--- src/rtl/core/pip_pkg.sv ---
// shared constants, codes and controller/datapath interface types for the polygon test unit
`timescale 1ns / 1ps
`default_nettype none

package pip_pkg;

    localparam int MAX_VERTICES = 16;
    localparam int COORD_WIDTH  = 16;

    localparam int IDX_W  = $clog2(MAX_VERTICES);
    localparam int CNT_W  = $clog2(MAX_VERTICES + 1);
    localparam int VTX_W  = 2 * COORD_WIDTH;
    localparam int DIFF_W = COORD_WIDTH + 1;
    localparam int PROD_W = 2 * DIFF_W;
    localparam int SUM_W  = PROD_W + 1;

    localparam logic [1:0] CMD_APPEND = 2'd0;
    localparam logic [1:0] CMD_QUERY  = 2'd1;
    localparam logic [1:0] CMD_CLEAR  = 2'd2;

    // controller to datapath
    typedef struct packed {
        logic             start_query;
        logic             wr_en;
        logic [IDX_W-1:0] wr_addr;
        logic             rd_en;
        logic             rd_first;
        logic [IDX_W-1:0] rd_addr;
        logic             close_edge;
        logic             load_out;
    } t_dp_cmd;

    // datapath to controller
    typedef struct packed {
        logic out_busy;
    } t_dp_sts;

endpackage

`default_nettype wire

--- src/rtl/core/point_in_polygon_test_unit.sv ---
// top level of the point-in-polygon ray crossing unit
// commands: append, clear and unknown commands are taken in idle and leave the block
//   ready; a query walks the stored vertices, then loads its result (at once when empty)
// a new query is taken only after the last one has loaded its result; the walk is set by the
//   single vertex ram read port reading one vertex per cycle plus the 3-stage edge pipeline
// reset: synchronous active-low i_rst_n empties the polygon and drops any pending
//   result; vertex ram contents are not cleared and need no clearing pass
`timescale 1ns / 1ps
`default_nettype none

module point_in_polygon_test_unit (
    input  wire logic                                   i_clk,
    input  wire logic                                   i_rst_n,
    // input channel
    input  wire logic                                   i_valid,
    output logic                                        o_ready,
    input  wire logic [1:0]                             i_cmd,
    input  wire logic signed [pip_pkg::COORD_WIDTH-1:0] i_x_coord,
    input  wire logic signed [pip_pkg::COORD_WIDTH-1:0] i_y_coord,
    // result channel
    output logic                                        o_valid,
    input  wire logic                                   i_ready,
    output logic                                        o_inside_res
);

    // command and status between sequencer and datapath
    pip_pkg::t_dp_cmd w_dp_cmd;
    pip_pkg::t_dp_sts w_dp_sts;

    // controller owns vertex count and edge walk; an input transaction is taken
    // only while it is idle, and a held result stalls only a later query that
    // is ready to load its own result, which then holds off further input
    pip_ctrl u_ctrl (
        .i_clk   (i_clk),
        .i_rst_n (i_rst_n),
        .i_valid (i_valid),
        .i_cmd   (i_cmd),
        .o_ready (o_ready),
        .i_sts   (w_dp_sts),
        .o_cmd   (w_dp_cmd)
    );

    // datapath: vertex ram, exact cross-multiply edge test, left/right parity
    // and the output register that holds one result transaction
    pip_dp u_dp (
        .i_clk        (i_clk),
        .i_rst_n      (i_rst_n),
        .i_x_coord    (i_x_coord),
        .i_y_coord    (i_y_coord),
        .i_cmd        (w_dp_cmd),
        .o_sts        (w_dp_sts),
        .i_out_ready  (i_ready),
        .o_valid      (o_valid),
        .o_inside_res (o_inside_res)
    );

`ifndef NO_ASSERTIONS
    // a query keeps the block busy on the following cycle
    a_query_busy: assert property (@(posedge i_clk) disable iff (!i_rst_n)
        (i_valid && o_ready && (i_cmd == pip_pkg::CMD_QUERY)) |=> !o_ready)
        else $error("input accepted right after a query");

    // a result is loaded only into a free output register
    a_load_free: assert property (@(posedge i_clk) disable iff (!i_rst_n)
        w_dp_cmd.load_out |-> (!o_valid || i_ready))
        else $error("result overwrote a pending transaction");

    // a new result appears only after a load command
    a_valid_src: assert property (@(posedge i_clk) disable iff (!i_rst_n)
        $rose(o_valid) |-> $past(w_dp_cmd.load_out))
        else $error("result valid without load");

    // ram writes and edge walk reads never overlap
    a_rw_excl: assert property (@(posedge i_clk) disable iff (!i_rst_n)
        !(w_dp_cmd.wr_en && (w_dp_cmd.rd_en || w_dp_cmd.close_edge)))
        else $error("vertex write during edge walk");
`endif

endmodule

`default_nettype wire

--- src/rtl/core/pip_ram.sv ---
// generic simple dual-port ram with registered read
`timescale 1ns / 1ps
`default_nettype none

module pip_ram #(
    parameter int WIDTH = 32,
    parameter int DEPTH = 16
) (
    input  wire logic                     i_clk,
    input  wire logic                     i_wr_en,
    input  wire logic [$clog2(DEPTH)-1:0] i_wr_addr,
    input  wire logic [WIDTH-1:0]         i_wr_data,
    input  wire logic                     i_rd_en,
    input  wire logic [$clog2(DEPTH)-1:0] i_rd_addr,
    output logic      [WIDTH-1:0]         o_rd_data
);

    logic [WIDTH-1:0] r_mem [DEPTH];
    logic [WIDTH-1:0] r_rd_data;

    always_ff @(posedge i_clk) begin
        if (i_wr_en) begin
            r_mem[i_wr_addr] <= i_wr_data;
        end
        if (i_rd_en) begin
            r_rd_data <= r_mem[i_rd_addr];
        end
    end

    assign o_rd_data = r_rd_data;

endmodule

`default_nettype wire

--- src/rtl/core/pip_ctrl.sv ---
// controller: command decode, vertex count and edge walk sequencing
`timescale 1ns / 1ps
`default_nettype none

module pip_ctrl (
    input  wire logic              i_clk,
    input  wire logic              i_rst_n,
    input  wire logic              i_valid,
    input  wire logic [1:0]        i_cmd,
    output logic                   o_ready,
    input  wire pip_pkg::t_dp_sts  i_sts,
    output pip_pkg::t_dp_cmd       o_cmd
);

    localparam logic [2:0] ST_IDLE  = 3'd0;
    localparam logic [2:0] ST_RUN   = 3'd1;
    localparam logic [2:0] ST_CLOSE = 3'd2;
    localparam logic [2:0] ST_DRAIN = 3'd3;
    localparam logic [2:0] ST_FIN   = 3'd4;

    logic [2:0]                  r_state, n_state;
    logic [pip_pkg::CNT_W-1:0]   r_count, n_count;
    logic [pip_pkg::IDX_W-1:0]   r_addr,  n_addr;
    logic [1:0]                  r_drain, n_drain;
    logic                        w_accept;
    logic                        w_last;

    assign o_ready  = (r_state == ST_IDLE);
    assign w_accept = i_valid && o_ready;
    assign w_last   = ({{(pip_pkg::CNT_W - pip_pkg::IDX_W){1'b0}}, r_addr}
                       == (r_count - pip_pkg::CNT_W'(1)));

    always_comb begin
        n_state = r_state;
        n_count = r_count;
        n_addr  = r_addr;
        n_drain = r_drain;

        o_cmd             = '0;
        o_cmd.wr_addr     = r_count[pip_pkg::IDX_W-1:0];
        o_cmd.rd_addr     = r_addr;
        o_cmd.rd_first    = (r_addr == '0);

        case (r_state)
            ST_IDLE: begin
                if (w_accept) begin
                    case (i_cmd)
                        pip_pkg::CMD_APPEND: begin
                            if (r_count < pip_pkg::CNT_W'(pip_pkg::MAX_VERTICES)) begin
                                o_cmd.wr_en = 1'b1;
                                n_count     = r_count + pip_pkg::CNT_W'(1);
                            end
                        end
                        pip_pkg::CMD_QUERY: begin
                            o_cmd.start_query = 1'b1;
                            n_addr            = '0;
                            n_state           = (r_count == '0) ? ST_FIN : ST_RUN;
                        end
                        pip_pkg::CMD_CLEAR: begin
                            n_count = '0;
                        end
                        default: begin
                        end
                    endcase
                end
            end
            ST_RUN: begin
                o_cmd.rd_en = 1'b1;
                if (w_last) begin
                    n_state = ST_CLOSE;
                end else begin
                    n_addr = r_addr + pip_pkg::IDX_W'(1);
                end
            end
            ST_CLOSE: begin
                o_cmd.close_edge = 1'b1;
                n_drain          = 2'd2;
                n_state          = ST_DRAIN;
            end
            ST_DRAIN: begin
                if (r_drain == 2'd0) begin
                    n_state = ST_FIN;
                end else begin
                    n_drain = r_drain - 2'd1;
                end
            end
            ST_FIN: begin
                if (!i_sts.out_busy) begin
                    o_cmd.load_out = 1'b1;
                    n_state        = ST_IDLE;
                end
            end
            default: begin
                n_state = ST_IDLE;
            end
        endcase
    end

    always_ff @(posedge i_clk) begin
        if (!i_rst_n) begin
            r_state <= ST_IDLE;
            r_count <= '0;
            r_addr  <= '0;
            r_drain <= '0;
        end else begin
            r_state <= n_state;
            r_count <= n_count;
            r_addr  <= n_addr;
            r_drain <= n_drain;
        end
    end

endmodule

`default_nettype wire

--- src/rtl/core/pip_dp.sv ---
// datapath: vertex ram, edge pipeline, crossing parity and result register
`timescale 1ns / 1ps
`default_nettype none

module pip_dp (
    input  wire logic                                   i_clk,
    input  wire logic                                   i_rst_n,
    input  wire logic signed [pip_pkg::COORD_WIDTH-1:0] i_x_coord,
    input  wire logic signed [pip_pkg::COORD_WIDTH-1:0] i_y_coord,
    input  wire pip_pkg::t_dp_cmd                       i_cmd,
    output pip_pkg::t_dp_sts                            o_sts,
    input  wire logic                                   i_out_ready,
    output logic                                        o_valid,
    output logic                                        o_inside_res
);

    localparam int CW = pip_pkg::COORD_WIDTH;
    localparam int DW = pip_pkg::DIFF_W;
    localparam int PW = pip_pkg::PROD_W;
    localparam int SW = pip_pkg::SUM_W;

    // edge classes
    localparam logic [1:0] EC_SKIP  = 2'd0;
    localparam logic [1:0] EC_END   = 2'd1;
    localparam logic [1:0] EC_VERT  = 2'd2;
    localparam logic [1:0] EC_CROSS = 2'd3;

    logic [pip_pkg::VTX_W-1:0] w_rd_data;

    pip_ram #(
        .WIDTH (pip_pkg::VTX_W),
        .DEPTH (pip_pkg::MAX_VERTICES)
    ) u_ram (
        .i_clk     (i_clk),
        .i_wr_en   (i_cmd.wr_en),
        .i_wr_addr (i_cmd.wr_addr),
        .i_wr_data ({i_x_coord, i_y_coord}),
        .i_rd_en   (i_cmd.rd_en),
        .i_rd_addr (i_cmd.rd_addr),
        .o_rd_data (w_rd_data)
    );

    logic signed [CW-1:0] r_px, r_py;

    // stage 0: ram read tags
    logic r_s0_vld, r_s0_first, r_s0_close;

    // stage 1: edge setup
    logic signed [CW-1:0] r_first_x, r_first_y, r_prev_x, r_prev_y;
    logic signed [CW-1:0] w_x0, w_y0, w_x1, w_y1;
    logic [1:0]           w_class;
    logic                 w_hit, w_left;
    logic signed [DW-1:0] w_a, w_dy, w_t, w_dx;

    logic                 r_s1_vld;
    logic [1:0]           r_s1_class;
    logic                 r_s1_hit, r_s1_left;
    logic signed [DW-1:0] r_s1_a, r_s1_dy, r_s1_t, r_s1_dx;

    // stage 2: products
    logic                 r_s2_vld;
    logic [1:0]           r_s2_class;
    logic                 r_s2_hit, r_s2_left, r_s2_neg;
    logic signed [PW-1:0] r_s2_p1, r_s2_p2;

    // stage 3: count update
    logic signed [SW-1:0] w_sum;
    logic                 w_upd_hit, w_upd_left, w_upd_right;
    logic                 r_hit, r_left, r_right;

    logic r_out_valid, r_out_res;

    assign w_x0 = r_prev_x;
    assign w_y0 = r_prev_y;
    assign w_x1 = r_s0_close ? r_first_x : $signed(w_rd_data[pip_pkg::VTX_W-1:CW]);
    assign w_y1 = r_s0_close ? r_first_y : $signed(w_rd_data[CW-1:0]);

    always_comb begin
        w_a  = DW'(w_x0) - DW'(r_px);
        w_dy = DW'(w_y1) - DW'(w_y0);
        w_t  = DW'(r_py) - DW'(w_y0);
        w_dx = DW'(w_x1) - DW'(w_x0);

        w_hit  = 1'b0;
        w_left = 1'b0;
        if (((w_y0 < r_py) && (w_y1 < r_py)) || ((w_y0 > r_py) && (w_y1 > r_py))
                || (w_y0 == r_py)) begin
            w_class = EC_SKIP;
        end else if (w_y1 == r_py) begin
            w_class = EC_END;
            w_hit   = (r_px == w_x1);
            w_left  = (r_px > w_x1);
        end else if (w_x0 == w_x1) begin
            w_class = EC_VERT;
            w_left  = (w_x0 < r_px);
        end else begin
            w_class = EC_CROSS;
        end
    end

    // sign of the cross product places the crossing left or right of the point
    assign w_sum = SW'(r_s2_p1) + SW'(r_s2_p2);

    always_comb begin
        w_upd_hit   = 1'b0;
        w_upd_left  = 1'b0;
        w_upd_right = 1'b0;
        if (r_s2_vld) begin
            case (r_s2_class)
                EC_END, EC_VERT: begin
                    w_upd_hit   = r_s2_hit;
                    w_upd_left  = !r_s2_hit && r_s2_left;
                    w_upd_right = !r_s2_hit && !r_s2_left;
                end
                EC_CROSS: begin
                    w_upd_hit   = (w_sum == '0);
                    w_upd_left  = (w_sum != '0) && ((w_sum < 0) ^ r_s2_neg);
                    w_upd_right = (w_sum != '0) && !((w_sum < 0) ^ r_s2_neg);
                end
                default: begin
                end
            endcase
        end
    end

    // control flags
    always_ff @(posedge i_clk) begin
        if (!i_rst_n) begin
            r_s0_vld    <= 1'b0;
            r_s0_first  <= 1'b0;
            r_s0_close  <= 1'b0;
            r_s1_vld    <= 1'b0;
            r_s2_vld    <= 1'b0;
            r_hit       <= 1'b0;
            r_left      <= 1'b0;
            r_right     <= 1'b0;
            r_out_valid <= 1'b0;
        end else begin
            r_s0_vld   <= i_cmd.rd_en || i_cmd.close_edge;
            r_s0_first <= i_cmd.rd_en && i_cmd.rd_first;
            r_s0_close <= i_cmd.close_edge;
            r_s1_vld   <= r_s0_vld && !r_s0_first;
            r_s2_vld   <= r_s1_vld;
            if (i_cmd.start_query) begin
                r_hit   <= 1'b0;
                r_left  <= 1'b0;
                r_right <= 1'b0;
            end else begin
                r_hit   <= r_hit | w_upd_hit;
                r_left  <= r_left ^ w_upd_left;
                r_right <= r_right ^ w_upd_right;
            end
            if (i_cmd.load_out) begin
                r_out_valid <= 1'b1;
            end else if (i_out_ready) begin
                r_out_valid <= 1'b0;
            end
        end
    end

    // payload
    always_ff @(posedge i_clk) begin
        if (i_cmd.start_query) begin
            r_px <= i_x_coord;
            r_py <= i_y_coord;
        end
        if (r_s0_vld) begin
            if (r_s0_first) begin
                r_first_x <= w_x1;
                r_first_y <= w_y1;
            end
            r_prev_x <= w_x1;
            r_prev_y <= w_y1;
        end
        r_s1_class <= w_class;
        r_s1_hit   <= w_hit;
        r_s1_left  <= w_left;
        r_s1_a     <= w_a;
        r_s1_dy    <= w_dy;
        r_s1_t     <= w_t;
        r_s1_dx    <= w_dx;

        r_s2_class <= r_s1_class;
        r_s2_hit   <= r_s1_hit;
        r_s2_left  <= r_s1_left;
        r_s2_neg   <= (r_s1_dy < 0);
        r_s2_p1    <= PW'(r_s1_a) * PW'(r_s1_dy);
        r_s2_p2    <= PW'(r_s1_t) * PW'(r_s1_dx);

        if (i_cmd.load_out) begin
            r_out_res <= r_hit | (r_left & r_right);
        end
    end

    assign o_sts.out_busy = r_out_valid && !i_out_ready;
    assign o_valid        = r_out_valid;
    assign o_inside_res   = r_out_res;

endmodule

`default_nettype wire
--- config.mk ---
export PLATFORM = sky130hd
export DESIGN_NAME = point_in_polygon_test_unit
export DESIGN_NICKNAME = d
export VERILOG_FILES = /design/src/rtl/core/pip_pkg.sv /design/src/rtl/core/point_in_polygon_test_unit.sv /design/src/rtl/core/pip_ram.sv /design/src/rtl/core/pip_ctrl.sv /design/src/rtl/core/pip_dp.sv
export SDC_FILE = /design/constraint.sdc
export NUM_CORES = 2
export LEC_CHECK = 0
export BUFFER_PORTS_ARGS = -buffer_cell sky130_fd_sc_hd__clkbuf_2
export CAP_MARGIN = 20
export CORE_MARGIN = 4
export CORE_UTILIZATION = 25
export DETAILED_ROUTE_END_ITERATION = 6
export GPL_TIMING_DRIVEN = 0
export HOLD_SLACK_MARGIN = 0.1
export PLACE_DENSITY = 0.36
export SYNTH_ARGS = -nofsm -noshare
export SYNTH_HDL_FRONTEND = slang
export SYNTH_HIERARCHICAL = 1
export SYNTH_SLANG_ARGS = --single-unit
--- constraint.sdc ---
create_clock -name i_clk -period 8.9 [get_ports i_clk]
set_input_delay 0.445 -clock i_clk [delete_from_list [all_inputs] [get_ports i_clk]]
set_output_delay 0.445 -clock i_clk [all_outputs]
set_load 0.02 [all_outputs]
==> out/metrics.yaml <==
cells_and_area:
  multi_input_area_um2: 29100
  area_delta_synth_final_pct: 13.9
  regArea_um2: 22600
  nets: 5571
  drive_above_1_share_pct: 9.56
  fillers: 22300
  fin_cells: 7567
  finalInstanceArea_um2: 62700
synth:
  avgSynthCellArea_um2: 12.3
  synth_cells: 4459
  ys_warn_count: 6
  synth_top_cell_by_area: "edfxtp_1"
  ys.flop_type: "edfxtp_1"
  synthTopCellsByCount: "inv_1, edfxtp_1, fa_1"
  synthArstFlopShare_pct: 0
  synth_fp_nets: 5403
  synthTopCellsByArea: "edfxtp_1, fa_1, ha_1"
  synth_top_area_share_pct: 35.0
  ys_ff_latch: 809
  ys_seq_area_share_pct: 41.1
  ys_types: 96
  syn_area_um2: 55000
  synth_enable_flop_cells: 641
  yosys.cell_count.top_type: "inv_1"
clock_network:
  cts_tree: "done"
  cts_max_level: 3
  root_buffer: "clkbuf_16"
  cts_sinks: 809
  cts_made_buffers: 93
  cts_resized: 0
  path_clk_slew_ps: 60
  insertion_delay_ps: 710
  cts_max_path_buffers: 3
routing:
  wirelength_mm: 160
  vias: 32700
  drc_errors: 0
  avgRoutedWirePerCell_um: 21.2
  dr.pass1.iters: 6
  drt-initial-drc-count: 1793
  detail_route.vias_per_cell: 4.33
  drtAntennaViolNets: 0
timing:
  finalSetupTns_ps: 0
  maxSlewHeadroom_pct: 28.2
  max_freq_mhz: 121
  grt_setup_unrepaired: "false"
  tightestPinTransition_ps: 1060
  skew_ps: 47.0
  final.setup.worst_slack_ps: 637
  min_period_ps: 8260
  hold_violations: 0
  maxSlewViolCount: 0
  setup_viol: 0
  post-route-period-util_pct: 92.8
floorplan:
  rows: 171
  core_um2: 218000
  ios: 41
  initial_core_util_pct: 25.2
  fp.dieW_um: 477
  dieArea_um2: 228000
  chipHeight_um: 477
power:
  powerDensity_nw_per_um2: 331
  power.leakage_nw: 25.4
  vdd_drop_max_mv: 0.319
placement:
  dp_hpwl_mm: 126
  dp_cells: 7385
  io_buffers: 40
  placed_area_um2: 59400
  place_congestion: 0.791
  dp_worst_setup_slack_ps: 621
global_route:
  grt_pass1_vias: 36000
  grt_max_degree: 34
  grt_overflow: 0
  grt_pass1_wl_mm: 241
  grt_use_total_pct: 14.2
  grt_antenna_before_repair: 13
setup_path:
  path_class: "flip-flop to flip-flop"
  crit_path_end_kind: "flip-flop"
  crit_fanout: 10
  cp.arrival_ps: 8790
  critPathLaunchType: "flip-flop"
  critPathRequiredTime_ps: 9430
run:
  max_cap_violations: 0
outcome:
  outcome: "complete, no violations"
worst_hold_path:
  hp-class: "input pin to flip-flop"
## worst max-delay path: stages (launching register included)
cell and delay (ps):
dfxtp_1 310, clkbuf_1 680, clkbuf_1 540, nand2_1 160, fa_1 560, inv_1 50
fa_1 500, inv_1 60, fa_1 560, inv_1 60, fa_1 470, fa_1 510
inv_1 50, fa_1 470, inv_1 40, ha_1 340, or3_1 360, o211ai_1 130
o31ai_1 150, a221oi_1 600, o21ai_0 260, a21o_1 310, a21o_1 230, a21o_1 200
nand2b_1 160, xor2_1 360
## sequential cells by signal (all words and copies together), names as in the netlist, 17 cells and up
register,count
u_dp/r_s1_a,17
u_dp/r_s1_dx,17
u_dp/r_s1_dy,17
u_dp/r_s1_t,17
u_dp/r_s2_p1,34
u_dp/r_s2_p2,34
u_dp/u_ram/o_rd_data,32
u_dp/u_ram/r_mem,512
## worst paths after layout
kind	start	endpoint	slack [ps]	cells after the start
max	u_dp/r_s1_dy[8]	u_dp/r_s2_p1[31]	640	25
min	i_cmd[1]	u_ctrl/r_state[0]	160	4
max reg2reg	u_dp/r_s1_dy[8]	u_dp/r_s2_p1[31]	640	25
min reg2reg	u_dp/r_s1_class[0]	u_dp/r_s2_class[0]	330	0
## through the flow
step                util, %  hold WS, ps  total power, mW
finish                 28.7          164             20.8
global route           28.7          141             22.8
CTS                    28.7          103             21.4
detailed placement     27.3          312             17.3
global placement       27.0          311             17.3
floorplan                 -          310             12.9
## per-layer routing
layer	part of all wire (%)	vias to the layer above	track usage, %
li1	-	15300	-
met1	46	16800	19.1
met2	48	461	24.0
met3	3.1	170	1.87
met4	2.5	8	3.47
met5	0.030	-	0
## final cells by class
cell class,count,share of cell area [%]
multi-input combinational,2751,46.4
clock buffer,114,3.91
sequential,809,36.1
timing repair buffer,73,1.13
inverter,756,4.53
clock inverter,60,1.23
buffer,143,1.03
antenna,7,0.0280
tap,2854,5.70
## power by group
part / internal (mW) / total, mW / switching, mW
Combinational: 4.76 / 12.2 / 7.39
Sequential: 4.43 / 4.60 / 0.172
Clock: 2.34 / 4.01 / 1.67
Total: 11.5 / 20.8 / 9.24
## placed cells by master, fill, tap and decap left out, drive strengths merged, types with 70 or more instances in the layout
master and instances:
fa 597, clkbuf 259, edfxtp 641, nand2 377, xnor2 94, buf 70
dfxtp 168, and2 305, o21ai 90, a21oi 101, inv 763, nor2 150
ha 309, mux4 128
## logic make-up after synthesis
group                    after synthesis  share of synthesized area (%)
flip-flops                           809                           41.1
XOR/XNOR                             129                           2.05
AO/OA/AOI/OAI                        476                           5.98
AND/OR/NAND/NOR                     1066                           9.69
adder cells (fa/ha/maj)              906                           28.7
buffers and inverters                899                           6.33
multiplexers                         174                           6.12
## repair_timing
action,4_1_cts,5_1_grt
buffers inserted,0,0
endpoints found under the hold margin,1,0
hold buffers,1,0
Note: power is estimated with default switching activity, not from simulation.
